[config.mk]
export PLATFORM = sky130hd
export DESIGN_NAME = int_power_overflow_flag
export DESIGN_NICKNAME = d
export VERILOG_FILES = /design/src/hw/rtl/ipof_pkg.sv /design/src/hw/rtl/ipof_mul.sv /design/src/hw/rtl/ipof_datapath.sv /design/src/hw/rtl/ipof_ctrl.sv /design/src/hw/rtl/int_power_overflow_flag.sv
export VERILOG_INCLUDE_DIRS = /design/src /design/src/hw/rtl
export SDC_FILE = /design/constraint.sdc
export NUM_CORES = 2
export LEC_CHECK = 0
export ABC_AREA = 0
export BUFFER_PORTS_ARGS = -buffer_cell sky130_fd_sc_hd__buf_2
export CORE_ASPECT_RATIO = 0.8
export CORE_MARGIN = 2
export CORE_UTILIZATION = 40
export CTS_CLUSTER_DIAMETER = 120
export DETAILED_ROUTE_END_ITERATION = 10
export SYNTH_ARGS = -nofsm -noshare
export SYNTH_HDL_FRONTEND = slang
export SYNTH_SLANG_ARGS = --single-unit
[constraint.sdc]
create_clock -name i_clk -period 15.4 [get_ports i_clk]
set_input_delay 0 -clock i_clk [delete_from_list [all_inputs] [get_ports i_clk]]
set_output_delay 0 -clock i_clk [all_outputs]
set_load 0.01 [all_outputs]
[src/hw/rtl/assert_macros.svh]
// Assertion macros shared by the RTL files that carry checks.
`ifndef ASSERT_MACROS_SVH
`define ASSERT_MACROS_SVH

// Same-cycle implication, sampled on i_clk, off while reset is asserted.
`define IPOF_ASSERT_IMP(label, ante, cons, msg) \
    label: assert property (@(posedge i_clk) disable iff (!i_rst_n) \
        (ante) |-> (cons)) else $error(msg);

// Next-cycle implication, sampled on i_clk, off while reset is asserted.
`define IPOF_ASSERT_NXT(label, ante, cons, msg) \
    label: assert property (@(posedge i_clk) disable iff (!i_rst_n) \
        (ante) |=> (cons)) else $error(msg);

`endif

[src/hw/rtl/ipof_pkg.sv]
// Package: types and constants for the integer power unit.
`timescale 1ns / 1ps
`default_nettype none

package ipof_pkg;

    localparam int unsigned DATA_W = 64;
    localparam int unsigned HALF_W = DATA_W / 2;
    localparam int unsigned PROD_W = 2 * DATA_W;
    localparam int unsigned REST_W = DATA_W - 1;

    // Controller states, one-hot
    typedef enum logic [5:0] {
        S_IDLE      = 6'b000001,
        S_CHECK     = 6'b000010,
        S_WAIT_ACC  = 6'b000100,
        S_WAIT_SQ   = 6'b001000,
        S_WAIT_LAST = 6'b010000,
        S_DONE      = 6'b100000
    } t_state;

    // Commands from controller to datapath
    typedef struct packed {
        logic load;     // take a new beat: square = base, acc = 1, clear flag
        logic mul_go;   // launch the shared multiplier
        logic sel_acc;  // operand A is acc (else square); operand B is square
        logic wr_acc;   // write product into acc
        logic wr_sq;    // write product into square and shift exponent
    } t_dp_cmd;

    // Status from datapath to controller
    typedef struct packed {
        logic rest_gt1;
        logic rest_eq1;
        logic rest_odd;
        logic mul_busy;
        logic mul_done;
    } t_dp_status;

endpackage

`default_nettype wire

[src/hw/rtl/ipof_mul.sv]
// Iterative 64x64 signed multiplier with wrap and overflow detection.
`timescale 1ns / 1ps
`default_nettype none

module ipof_mul (
    input  wire logic                          i_clk,
    input  wire logic                          i_rst_n,
    input  wire logic                          i_go,
    input  wire logic [ipof_pkg::DATA_W-1:0]   i_a,
    input  wire logic [ipof_pkg::DATA_W-1:0]   i_b,
    output logic                               o_busy,
    output logic                               o_done,
    output logic [ipof_pkg::DATA_W-1:0]        o_product,
    output logic                               o_ovf
);

    logic [ipof_pkg::DATA_W-1:0] r_mag_a, n_mag_a;
    logic [ipof_pkg::DATA_W-1:0] r_mag_b, n_mag_b;
    logic                        r_neg, n_neg;
    logic [ipof_pkg::PROD_W-1:0] r_prod, n_prod;
    logic [1:0]                  r_step, n_step;
    logic                        r_busy, n_busy;
    logic                        r_done, n_done;

    logic [ipof_pkg::HALF_W-1:0] a_half;
    logic [ipof_pkg::HALF_W-1:0] b_half;
    logic [ipof_pkg::DATA_W-1:0] part;
    logic [ipof_pkg::PROD_W-1:0] part_sh;
    logic [ipof_pkg::DATA_W-1:0] limit;

    // Pick one 32x32 partial product per step
    assign a_half = r_step[1] ? r_mag_a[ipof_pkg::DATA_W-1:ipof_pkg::HALF_W]
                              : r_mag_a[ipof_pkg::HALF_W-1:0];
    assign b_half = r_step[0] ? r_mag_b[ipof_pkg::DATA_W-1:ipof_pkg::HALF_W]
                              : r_mag_b[ipof_pkg::HALF_W-1:0];
    assign part   = {{ipof_pkg::HALF_W{1'b0}}, a_half} * {{ipof_pkg::HALF_W{1'b0}}, b_half};

    // Align the partial product by its half weights
    always_comb begin
        case (r_step)
            2'd0: begin
                part_sh = {{ipof_pkg::DATA_W{1'b0}}, part};
            end
            2'd1, 2'd2: begin
                part_sh = {{ipof_pkg::HALF_W{1'b0}}, part, {ipof_pkg::HALF_W{1'b0}}};
            end
            default: begin
                part_sh = {part, {ipof_pkg::DATA_W{1'b0}}};
            end
        endcase
    end

    // Load magnitudes on go, then accumulate four partial products
    always_comb begin
        n_mag_a = r_mag_a;
        n_mag_b = r_mag_b;
        n_neg   = r_neg;
        n_prod  = r_prod;
        n_step  = r_step;
        n_busy  = r_busy;
        n_done  = 1'b0;
        if (i_go) begin
            n_mag_a = i_a[ipof_pkg::DATA_W-1]
                    ? (~i_a + {{(ipof_pkg::DATA_W-1){1'b0}}, 1'b1}) : i_a;
            n_mag_b = i_b[ipof_pkg::DATA_W-1]
                    ? (~i_b + {{(ipof_pkg::DATA_W-1){1'b0}}, 1'b1}) : i_b;
            n_neg   = i_a[ipof_pkg::DATA_W-1] ^ i_b[ipof_pkg::DATA_W-1];
            n_prod  = '0;
            n_step  = 2'd0;
            n_busy  = 1'b1;
        end else if (r_busy) begin
            n_prod = r_prod + part_sh;
            n_step = r_step + 2'd1;
            if (r_step == 2'd3) begin
                n_busy = 1'b0;
                n_done = 1'b1;
            end
        end
    end

    // Hold control under reset, payload free-running
    always_ff @(posedge i_clk) begin
        if (!i_rst_n) begin
            r_busy <= 1'b0;
            r_done <= 1'b0;
            r_step <= 2'd0;
        end else begin
            r_busy <= n_busy;
            r_done <= n_done;
            r_step <= n_step;
        end
    end

    always_ff @(posedge i_clk) begin
        r_mag_a <= n_mag_a;
        r_mag_b <= n_mag_b;
        r_neg   <= n_neg;
        r_prod  <= n_prod;
    end

    // Magnitude limit: 2^63 for a negative result, 2^63-1 otherwise
    assign limit     = {r_neg, {(ipof_pkg::DATA_W-1){~r_neg}}};
    assign o_ovf     = (|r_prod[ipof_pkg::PROD_W-1:ipof_pkg::DATA_W]) ||
                       (r_prod[ipof_pkg::DATA_W-1:0] > limit);
    assign o_product = r_neg
                     ? (~r_prod[ipof_pkg::DATA_W-1:0] + {{(ipof_pkg::DATA_W-1){1'b0}}, 1'b1})
                     : r_prod[ipof_pkg::DATA_W-1:0];
    assign o_busy    = r_busy;
    assign o_done    = r_done;

endmodule

`default_nettype wire

[src/hw/rtl/ipof_datapath.sv]
// Datapath: accumulator, running square, exponent shifter and sticky flag.
`timescale 1ns / 1ps
`default_nettype none

module ipof_datapath (
    input  wire logic                          i_clk,
    input  wire logic                          i_rst_n,
    input  wire ipof_pkg::t_dp_cmd             i_cmd,
    input  wire logic [ipof_pkg::DATA_W-1:0]   i_base,
    input  wire logic [ipof_pkg::DATA_W-1:0]   i_exponent,
    output ipof_pkg::t_dp_status               o_status,
    output logic [ipof_pkg::DATA_W-1:0]        o_power,
    output logic                               o_overflowed
);

    logic [ipof_pkg::DATA_W-1:0] r_acc, n_acc;
    logic [ipof_pkg::DATA_W-1:0] r_sq, n_sq;
    logic [ipof_pkg::REST_W-1:0] r_rest, n_rest;
    logic                        r_ovf, n_ovf;

    logic [ipof_pkg::DATA_W-1:0] mul_a;
    logic                        mul_busy;
    logic                        mul_done;
    logic [ipof_pkg::DATA_W-1:0] mul_product;
    logic                        mul_ovf;

    // Shared multiplier; operand B is always the running square
    assign mul_a = i_cmd.sel_acc ? r_acc : r_sq;

    ipof_mul u_mul (
        .i_clk     (i_clk),
        .i_rst_n   (i_rst_n),
        .i_go      (i_cmd.mul_go),
        .i_a       (mul_a),
        .i_b       (r_sq),
        .o_busy    (mul_busy),
        .o_done    (mul_done),
        .o_product (mul_product),
        .o_ovf     (mul_ovf)
    );

    // Load a new beat or write back a finished product
    always_comb begin
        n_acc  = r_acc;
        n_sq   = r_sq;
        n_rest = r_rest;
        n_ovf  = r_ovf;
        if (i_cmd.load) begin
            n_acc  = {{(ipof_pkg::DATA_W-1){1'b0}}, 1'b1};
            n_sq   = i_base;
            n_rest = i_exponent[ipof_pkg::DATA_W-1] ? '0
                                                    : i_exponent[ipof_pkg::REST_W-1:0];
            n_ovf  = 1'b0;
        end else begin
            if (i_cmd.wr_acc) begin
                n_acc = mul_product;
                n_ovf = r_ovf | mul_ovf;
            end
            if (i_cmd.wr_sq) begin
                n_sq   = mul_product;
                n_rest = r_rest >> 1;
                n_ovf  = r_ovf | mul_ovf;
            end
        end
    end

    always_ff @(posedge i_clk) begin
        r_acc  <= n_acc;
        r_sq   <= n_sq;
        r_rest <= n_rest;
        r_ovf  <= n_ovf;
    end

    // Report exponent and multiplier state
    assign o_status.rest_gt1 = |r_rest[ipof_pkg::REST_W-1:1];
    assign o_status.rest_eq1 = (r_rest == {{(ipof_pkg::REST_W-1){1'b0}}, 1'b1});
    assign o_status.rest_odd = r_rest[0];
    assign o_status.mul_busy = mul_busy;
    assign o_status.mul_done = mul_done;

    assign o_power      = r_acc;
    assign o_overflowed = r_ovf;

endmodule

`default_nettype wire

[src/hw/rtl/ipof_ctrl.sv]
// Controller: sequences square-and-multiply steps over the exponent bits.
`timescale 1ns / 1ps
`default_nettype none

module ipof_ctrl (
    input  wire logic                  i_clk,
    input  wire logic                  i_rst_n,
    input  wire logic                  i_start,
    input  wire ipof_pkg::t_dp_status  i_status,
    output ipof_pkg::t_dp_cmd          o_cmd,
    output logic                       o_busy,
    output logic                       o_valid
);

    ipof_pkg::t_state r_state, n_state;

    // Next state and datapath commands
    always_comb begin
        n_state = r_state;
        o_cmd   = '0;
        case (r_state)
            ipof_pkg::S_IDLE: begin
                if (i_start) begin
                    o_cmd.load = 1'b1;
                    n_state    = ipof_pkg::S_CHECK;
                end
            end
            ipof_pkg::S_CHECK: begin
                if (i_status.rest_gt1) begin
                    o_cmd.mul_go  = 1'b1;
                    o_cmd.sel_acc = i_status.rest_odd;
                    n_state = i_status.rest_odd ? ipof_pkg::S_WAIT_ACC
                                                : ipof_pkg::S_WAIT_SQ;
                end else if (i_status.rest_eq1) begin
                    o_cmd.mul_go  = 1'b1;
                    o_cmd.sel_acc = 1'b1;
                    n_state       = ipof_pkg::S_WAIT_LAST;
                end else begin
                    n_state = ipof_pkg::S_DONE;
                end
            end
            ipof_pkg::S_WAIT_ACC: begin
                // write acc, then square with the same square value
                if (i_status.mul_done) begin
                    o_cmd.wr_acc = 1'b1;
                    o_cmd.mul_go = 1'b1;
                    n_state      = ipof_pkg::S_WAIT_SQ;
                end
            end
            ipof_pkg::S_WAIT_SQ: begin
                if (i_status.mul_done) begin
                    o_cmd.wr_sq = 1'b1;
                    n_state     = ipof_pkg::S_CHECK;
                end
            end
            ipof_pkg::S_WAIT_LAST: begin
                if (i_status.mul_done) begin
                    o_cmd.wr_acc = 1'b1;
                    n_state      = ipof_pkg::S_DONE;
                end
            end
            ipof_pkg::S_DONE: begin
                n_state = ipof_pkg::S_IDLE;
            end
            default: begin
                n_state = ipof_pkg::S_IDLE;
            end
        endcase
    end

    always_ff @(posedge i_clk) begin
        if (!i_rst_n) begin
            r_state <= ipof_pkg::S_IDLE;
        end else begin
            r_state <= n_state;
        end
    end

    assign o_busy  = (r_state != ipof_pkg::S_IDLE);
    assign o_valid = (r_state == ipof_pkg::S_DONE);

endmodule

`default_nettype wire

[src/hw/rtl/int_power_overflow_flag.sv]
// Top level: signed 64-bit integer power with sticky overflow flag.
// Usage:
//   Drive i_base and i_exponent and raise start; the beat is taken at a rising
//   edge where start is high and busy is low. busy stays high until the result
//   has been shown. The result appears on o_power and o_overflowed for exactly
//   one cycle, marked by o_valid; the receiver takes it then and cannot stall.
//   One shared multiplier does every product: a magnitude load, then four
//   32x32 partial products. Each exponent bit below the top set bit costs a
//   square, plus an acc multiply when the bit is set; the top bit costs one
//   acc multiply. A zero or negative exponent returns 1, going from S_CHECK
//   straight to S_DONE. One beat is in flight at a time.
//   o_overflowed is set when any product, squarings included, leaves the
//   signed 64-bit range; o_power is the product wrapped to 64 bits.
//   Synchronous active-low reset returns the controller to idle and drops any
//   beat in flight; no result is shown for it.
`timescale 1ns / 1ps
`default_nettype none
`include "assert_macros.svh"

module int_power_overflow_flag (
    input  wire logic                                 i_clk,
    input  wire logic                                 i_rst_n,
    input  wire logic                                 start,
    output logic                                      busy,
    input  wire logic signed [ipof_pkg::DATA_W-1:0]   i_base,
    input  wire logic signed [ipof_pkg::DATA_W-1:0]   i_exponent,
    output logic                                      o_valid,
    output logic signed [ipof_pkg::DATA_W-1:0]        o_power,
    output logic                                      o_overflowed
);

    ipof_pkg::t_dp_cmd    cmd;
    ipof_pkg::t_dp_status status;
    logic [ipof_pkg::DATA_W-1:0] power_u;

    ipof_ctrl u_ctrl (
        .i_clk    (i_clk),
        .i_rst_n  (i_rst_n),
        .i_start  (start),
        .i_status (status),
        .o_cmd    (cmd),
        .o_busy   (busy),
        .o_valid  (o_valid)
    );

    ipof_datapath u_dp (
        .i_clk        (i_clk),
        .i_rst_n      (i_rst_n),
        .i_cmd        (cmd),
        .i_base       ($unsigned(i_base)),
        .i_exponent   ($unsigned(i_exponent)),
        .o_status     (status),
        .o_power      (power_u),
        .o_overflowed (o_overflowed)
    );

    assign o_power = $signed(power_u);

    // Checks on controller and multiplier sequencing
    `IPOF_ASSERT_IMP(a_go_idle_mul, cmd.mul_go, !status.mul_busy, "multiplier launched while busy")
    `IPOF_ASSERT_IMP(a_wr_on_done, cmd.wr_acc || cmd.wr_sq, status.mul_done, "write-back without product")
    `IPOF_ASSERT_NXT(a_accept_busy, start && !busy, busy, "accepted beat did not raise busy")
    `IPOF_ASSERT_NXT(a_valid_pulse, o_valid, !o_valid && !busy, "result strobe not single cycle")

endmodule

`default_nettype wire
== Word level (Yosys, flattened, before mapping) ==
Index checks and enable logic that the tools add are counted.

* Bits in latches: 0
* ROM bits: 0
* Bits of input ports: 131
* Memories: 0
* Memory bits (writable): 0
* Flip-flop bits (word level): 459

* Reductions and logical operators: 11
* Multiplexer cells: 35
* Add/subtract/negate cells: 5
* Div/mod/pow operators: 0
* Multiply operators: 1
* Order comparisons: 1
* Bitwise operators: 8
* Shifts and indexed selects: 0
* Eq/ne operators: 15

{| class="wikitable"
|+ Operator list
! kind !! count
|-
| 2-to-1 mux 63 bit || 5
|-
| 2-to-1 mux 64 bit || 4
|-
| case mux 128 bit (2 select lines) || 1
|-
| adder 64 x 1 -> 64 bit (second input constant) || 3
|-
| inverter 64 bit || 3
|-
| adder 128 bit || 1
|-
| > comparator 64 bit || 1
|-
| multiplier 32 x 32 -> 64 bit || 1
|-
| 2-to-1 mux 32 bit || 2
|-
| OR reduction 64 bit || 1
|-
| equality test 63 x 1 -> 1 bit (second input constant) || 1
|-
| OR reduction 62 bit || 1
|-
| 2-to-1 mux 6 bit || 6
|-
| case mux 6 bit (5 select lines) || 1
|-
| 2-to-1 mux 1 bit || 12
|-
| equality test 6 x 1 -> 1 bit (second input constant) || 1
|-
| equality test 6 x 2 -> 1 bit (second input constant) || 1
|-
| equality test 6 x 3 -> 1 bit (second input constant) || 1
|-
| equality test 6 x 4 -> 1 bit (second input constant) || 1
|-
| equality test 6 x 5 -> 1 bit (second input constant) || 1
|-
| equality test 6 bit (second input constant) || 1
|-
| != test 2 x 1 -> 1 bit (second input constant) || 3
|-
| != test 6 x 1 -> 1 bit (second input constant) || 1
|-
| OR reduction 2 bit || 3
|-
| 15 further kinds || 20
|}

== Logic depth before layout (Yosys ltp) ==
* Depth in word-level cells: 8
* Depth in mapped cells: 48
* Gate-level depth less buffers: 42

== Modules after synthesis ==
From an unflattened synthesis, not the netlist that was laid out.

* Cell total of the unflattened synthesis: 7296
* Area total of the unflattened synthesis: 64777.1 um^2

{| class="wikitable"
|+ Modules (own cells, without submodules)
! module !! instances !! area an instance (um^2) !! cells each
|-
| ipof_mul || 1 || 55643.4 || 6526
|-
| ipof_datapath || 1 || 8618.3 || 708
|-
| ipof_ctrl || 1 || 515.5 || 62
|}

== Worst setup path after synthesis ==
No wires, ideal clock.

* Path kind: reg2reg
* Start: reg u_dp.u_mul.r_step[1]
* End: reg u_dp.u_mul.r_prod[112] (netlist name)
* Clock period less this slack: 11.674 ns
* Arrival: 11.595 ns
* Stages on the path, launching flop included: 44
* Path slack: 3.726 ns
* Path through: dfxtp_1 -> clkbuf_1 -> clkbuf_1 -> clkbuf_1 -> mux2i_1 -> clkbuf_1 -> nor2_1 -> fa_1 -> fa_1 -> fa_1 -> inv_1 -> fa_1 -> inv_1 -> fa_1 -> fa_1 -> fa_1 -> fa_1 -> ha_1 -> [8 not listed] -> o311ai_0 -> xnor2_1 -> nand2_1 -> o21ai_0 -> ha_1 -> clkbuf_1 -> nand4_1 -> or3_1 -> nor4_1 -> nand2_1 -> nor3_1 -> o31ai_1 -> a2111oi_0 -> a31oi_1 -> o21ai_0 -> a31oi_1 -> or4_1 -> o211ai_1

* Longest elaborated chain between the ends: 4
* Elaborated cells between the ends (all ways): 8

{| class="wikitable"
|+ RTL lines
! item !! RTL line !! source
|-
| start: declaration || ipof_mul.sv:21 || <nowiki>logic [1:0] r_step, n_step;</nowiki>
|-
| start signal: assignment || ipof_mul.sv:90 || <nowiki>r_step <= n_step;</nowiki>
|-
| 2-to-1 mux 32 bit, or another cell as far along || ipof_mul.sv:32 || <nowiki>assign a_half = r_step[1] ? r_mag_a[ipof_pkg::DATA_W-1:ipof_pkg::HALF_W]</nowiki>
|-
| multiplier 32 x 32 -> 64 bit or OR reduction 2 bit (tied branches) || ipof_mul.sv:36, ipof_mul.sv:40 ||
|-
| case mux 128 bit (2 select lines) * || ipof_mul.sv:40 || <nowiki>case (r_step)</nowiki>
|-
| adder 128 bit * || ipof_mul.sv:72 || <nowiki>n_prod = r_prod + part_sh;</nowiki>
|-
| end signal: assignment || ipof_mul.sv:98 || <nowiki>r_prod <= n_prod;</nowiki>
|-
| end: declaration || ipof_mul.sv:20 || <nowiki>logic [ipof_pkg::PROD_W-1:0] r_prod, n_prod;</nowiki>
|}

Every way passes the cells marked *; elsewhere a longest branch is shown, timed or not.
A chain may end at the register's enable or synchronous reset.

== Worst setup path after layout ==
* Start: reg u_dp.u_mul.r_step[0]
* End: reg u_dp.u_mul.r_prod[124] (netlist name)

* Longest elaborated chain between the ends: 4
* Elaborated cells between the ends (all ways): 8

{| class="wikitable"
|+ RTL lines
! item !! RTL line !! source
|-
| 2-to-1 mux 32 bit, or another cell as far along || ipof_mul.sv:34 || <nowiki>assign b_half = r_step[0] ? r_mag_b[ipof_pkg::DATA_W-1:ipof_pkg::HALF_W]</nowiki>
|-
| multiplier 32 x 32 -> 64 bit or OR reduction 2 bit (tied branches) || ipof_mul.sv:36, ipof_mul.sv:40 ||
|-
| case mux 128 bit (2 select lines) * || ipof_mul.sv:40 ||
|-
| adder 128 bit * || ipof_mul.sv:72 ||
|}

Marked as above.

==> results.txt <==
The type of the most critical hold path is in -> reg. After Yosys synthesis, full adders, half adders and majority gates account for 36.3% of the synthesized area. The startpoint identified for the worst register-to-register timing path is u_dp.u_mul.r_step[0].

The first routing iteration left 6776 violations. The basic-gate share of the synthesized area counting and, or, nand and nor cells was 17.8%. Pin placement for this block handled 198 I/O pins. The worst path in the final design needs a cycle of 14.70 ns, including I/O delays and setup. The count of nets after finishing is 9232, and the routed length per instance is 26.6 um.

The combined area of all synthesized cells came out at 65300 um2. Global routing finished with a remaining overflow of 0. The first global-routing pass estimated 388000 um of wire. The clock reaches the later pin of the worst-skew pair after 0.69 ns.

After synthesis, the netlist uses 81 different library cells. In this run the core area contains 132 standard-cell rows. Clock tree synthesis inserted a total of 56 buffers. The clock transition time at the flip-flop clock pins of the worst setup and hold paths is 0.06 ns. The worst clock skew on the final layout was 0.0442 ns. The register-to-register setup slack is 0.70 ns, and the transition time at the pin with the least slew margin is 1.35 ns. TritonCTS built the clock tree. The number of buffers inserted by port buffering is 197, and the DRC violation count after routing is 0.

The total clock sinks is 459. The worst register-to-register path has a depth of 41. The final hold violation count was 0. Among cell families on the critical path, the largest total delay comes from adder cells. The stage delay of the slowest cell on the critical path is 0.92 ns, and the number of antenna violations at the first check in global routing is 14. The peak clock frequency supported by timing was 68.0 MHz. In the finished design, the share of the clock period the worst path needs comes to 95.4%. The via count of the first global-routing pass is 57092, and the aggregate global-route resource usage is 31.5%. Sequential cells were found to cover 18.0% of the synthesized design area. The main combinational cell family by area after synthesis is adder cells. In the synthesized netlist, the number of instances is 7589. The tools report the final worst slack as 0.701 ns. The number of buffers and inverters on the critical path came out at 5.

The detail route stage leaves a number of antenna-violating nets equal to 0. The tools report the buffer type at the clock tree root as sky130_fd_sc_hd__clkbuf_16. Average footprint of a synthesized cell: 8.61 um2. In the final timing run, aggregate negative setup slack is 0 ns. The path with the worst hold slack has its endpoint at u_dp.r_rest[2]. Compared with the post-synthesis result, the final layout area differs by 10.8%. The pre-antenna-repair detailed-routing pass consisted of 6 iterations. The routed layout has 58168 vias. Of the cells placed in the final design, the portion with a size suffix greater than 1 is 7.92%. Before CTS, the worst setup slack after placement is 1.18 ns.

The region available for standard cell placement spans 162000 um2. The startpoint type of the worst setup path is a flop. Type of element capturing the critical path: a flop. The number of cells in the design after placement came out at 9700. The flow ran to the end, and the final reports show no timing, DRC or antenna violations. For this block, the routed nets add up to 265000 um of wire. The worst setup path is of the reg -> reg kind. Dividing the detail-routed via count by the number of cells gives 5.84. Number of enable-type register cells in the synthesized netlist: 256. The number of slew-limit violations in the final report is 0, and the maximum fanout count along the critical path is 38.

Setup repair after global routing left no endpoint under its margin. The placer congestion estimate came out at 1.03. The number of setup buffers added after CTS is 0.

Data arrival time of the critical path: 15.24 ns. The tool flagged a number of max-cap violations equal to 0. The worst hold path was traced through 3 stages. The clock passes through at most 3 buffers.

The proportion of register bits with asynchronous set or reset after synthesis came out at 0%. Once detailed placement completed, the half-perimeter wirelength came to 211000 um. The dominant register cell in the synthesized netlist is sky130_fd_sc_hd__edfxtp_1. For the required time of the critical path, the log shows 15.94 ns. Most used cell along the critical path: sky130_fd_sc_hd__fa_1. The slowest stage of the critical path is the sky130_fd_sc_hd__mux2_2 cell. Of the total synthesized cell area, the portion taken by XOR and XNOR cells is 4.89%. Initial core utilization: 40.3%. The multiplexer share of the synthesized area was 4.34%; the H-tree depth reported by CTS was 2. Entering global routing, the biggest net connects 98 pins. For this run, the number of Yosys warnings is 0.

The terminus of the critical flop-to-flop path is u_dp.u_mul.r_prod[124]. Summing the areas of all compound-gate instances in the mapped netlist gives 11.2% of the synthesized area. Post-layout instance count excluding filler cells: 9957. Measured along the y axis, the die boundary spans 365 um. The post-synthesis sequential element count came out at 459. The beginning of the worst hold path was i_exponent[63].

For the total nets after synthesis, the log shows 9076. The die covers 167000 um2. Measured against its own limit, the worst slew margin works out to 7.53%. The die is 456 um wide. Setup violations remaining at the end of the flow were counted as 0.
-- final cells by class --
cell class / instances / area [um2]
timing repair buffer: 500 / 3630
clock inverter: 30 / 287
tap: 2144 / 2680
antenna: 20 / 50.0
clock buffer: 76 / 1570
fill: 15875 / 89600
sequential: 459 / 11800
inverter: 903 / 3400
multi-input combinational: 5825 / 49000
-- registers in the layout (all words and copies together) (netlist names) --
signal,cells
u_dp.r_rest,63
u_dp.u_mul.r_step,2
u_dp.u_mul.o_busy,1
u_dp.r_sq,64
u_dp.u_mul.o_done,1
u_dp.u_mul.r_prod,128
u_dp.o_overflowed,1
u_dp.u_mul.r_mag_b,64
u_dp.u_mul.r_mag_a,64
u_dp.o_power,64
u_ctrl.r_state,6
u_dp.u_mul.r_neg,1
-- how the worst max path moves through the flow --
stage                         startpoint                      to  slack, ns  depth (start not counted)
finish              u_dp.u_mul.r_step[0]  u_dp.u_mul.r_prod[124]       0.70                         41
global route        u_dp.u_mul.r_step[0]  u_dp.u_mul.r_prod[124]       0.20                         41
CTS                 u_dp.u_mul.r_step[0]  u_dp.u_mul.r_prod[124]       1.13                         40
detailed placement  u_dp.u_mul.r_step[0]  u_dp.u_mul.r_prod[124]       1.18                         39
global placement    u_dp.u_mul.r_step[0]  u_dp.u_mul.r_prod[124]       1.34                         40
floorplan           u_dp.u_mul.r_step[1]  u_dp.u_mul.r_prod[112]       3.73                         43
-- worst register-to-register path, delay by kind of cell, from the launching register on --
family	cells	cell delay, ns
AO/OA/AOI/OAI	17	4.47
XOR/XNOR	2	0.82
adder cells (fa/ha/maj)	10	4.90
buffers and inverters	5	0.94
flip-flops	1	0.84
multiplexers	1	0.94
AND/OR/NAND/NOR	6	1.67
-- cell usage in the layout, fill, tap and decap left out, types with 18 or more instances in the layout --
| cell | instances |
|---|---|
| sky130_fd_sc_hd__xor2_1 | 152 |
| sky130_fd_sc_hd__mux2i_1 | 161 |
| sky130_fd_sc_hd__nand3_1 | 61 |
| sky130_fd_sc_hd__edfxtp_1 | 256 |
| sky130_fd_sc_hd__nor2b_1 | 37 |
| sky130_fd_sc_hd__dlygate4sd3_1 | 129 |
| sky130_fd_sc_hd__xnor2_1 | 209 |
| sky130_fd_sc_hd__mux2i_2 | 42 |
| sky130_fd_sc_hd__ha_1 | 459 |
| sky130_fd_sc_hd__or3_1 | 38 |
| sky130_fd_sc_hd__buf_4 | 169 |
| sky130_fd_sc_hd__and3_1 | 24 |
| sky130_fd_sc_hd__nand2_1 | 902 |
| sky130_fd_sc_hd__dfxtp_1 | 200 |
| sky130_fd_sc_hd__inv_1 | 901 |
| sky130_fd_sc_hd__o22ai_1 | 18 |
| sky130_fd_sc_hd__a31oi_1 | 36 |
| sky130_fd_sc_hd__a211oi_1 | 71 |
| sky130_fd_sc_hd__diode_2 | 20 |
| sky130_fd_sc_hd__o21a_1 | 31 |
| sky130_fd_sc_hd__mux2_2 | 55 |
| sky130_fd_sc_hd__o21ai_0 | 295 |
| sky130_fd_sc_hd__nand3b_1 | 66 |
| sky130_fd_sc_hd__fa_1 | 897 |
| sky130_fd_sc_hd__and2_1 | 47 |
| sky130_fd_sc_hd__nand4_1 | 94 |
| sky130_fd_sc_hd__o31ai_1 | 58 |
| sky130_fd_sc_hd__a21oi_1 | 381 |
| sky130_fd_sc_hd__a21o_1 | 124 |
| sky130_fd_sc_hd__or4_1 | 31 |
| sky130_fd_sc_hd__clkbuf_16 | 58 |
| sky130_fd_sc_hd__nor4_1 | 74 |
| sky130_fd_sc_hd__o41ai_1 | 22 |
| sky130_fd_sc_hd__nand2b_1 | 41 |
| sky130_fd_sc_hd__nor2_1 | 1049 |
| sky130_fd_sc_hd__nor3_1 | 113 |
| sky130_fd_sc_hd__o21bai_1 | 49 |
| sky130_fd_sc_hd__buf_2 | 197 |
-- per-layer routing --
layer	GRT usage (%)	part of all wire [%]	vias to the layer above
met3	8.89	12	464
met5	0	0.017	-
li1	-	-	25368
met2	45.6	41	3089
met4	12.6	4.6	8
met1	44.1	42	29239
-- cell usage after synthesis, types with 113 or more instances --
master	count	area, um2
sky130_fd_sc_hd__nor2_1	1050	3940
sky130_fd_sc_hd__nand2_1	904	3390
sky130_fd_sc_hd__inv_1	901	3380
sky130_fd_sc_hd__fa_1	897	18000
sky130_fd_sc_hd__ha_1	459	5740
sky130_fd_sc_hd__a21oi_1	382	1910
sky130_fd_sc_hd__clkbuf_1	380	1430
sky130_fd_sc_hd__o21ai_0	295	1480
sky130_fd_sc_hd__edfxtp_1	256	7690
sky130_fd_sc_hd__xnor2_1	213	1870
sky130_fd_sc_hd__mux2i_1	210	2100
sky130_fd_sc_hd__dfxtp_1	203	4060
sky130_fd_sc_hd__xor2_1	152	1330
sky130_fd_sc_hd__a21o_1	124	931
sky130_fd_sc_hd__nor3_1	113	566
-- logic make-up (layout without fill, tap and decap cells) --
logic type / after synthesis / count (layout)
adders and majority gates: 1356 / 1356
AOI/OAI and AO/OA: 1194 / 1194
muxes: 274 / 274
buffers and inverters: 1305 / 1509
xor gates and xnor gates: 365 / 365
DFF: 459 / 459
other: 0 / 20
and+or+nand+nor: 2636 / 2636
-- stage by stage --
stage	utilization, %	cell area [um2]	hold slack, ns
after floorplan	-	65300	0.0619
after global placement	42.7	69200	0.285
after detailed placement	42.7	69200	0.277
after CTS	44.6	72300	0.131
after global routing	44.6	72300	0.199
final	44.7	72400	0.151
-- repair_timing --
action | 4_1_cts | 5_1_grt
gates resized for setup | 0 | 0
hold endpoints to repair | 137 | 0
hold buffers | 129 | 0
Power is left out: the tool's default activity adds up to more than one toggle a clock period on the data nets, which glitch-free logic cannot reach.
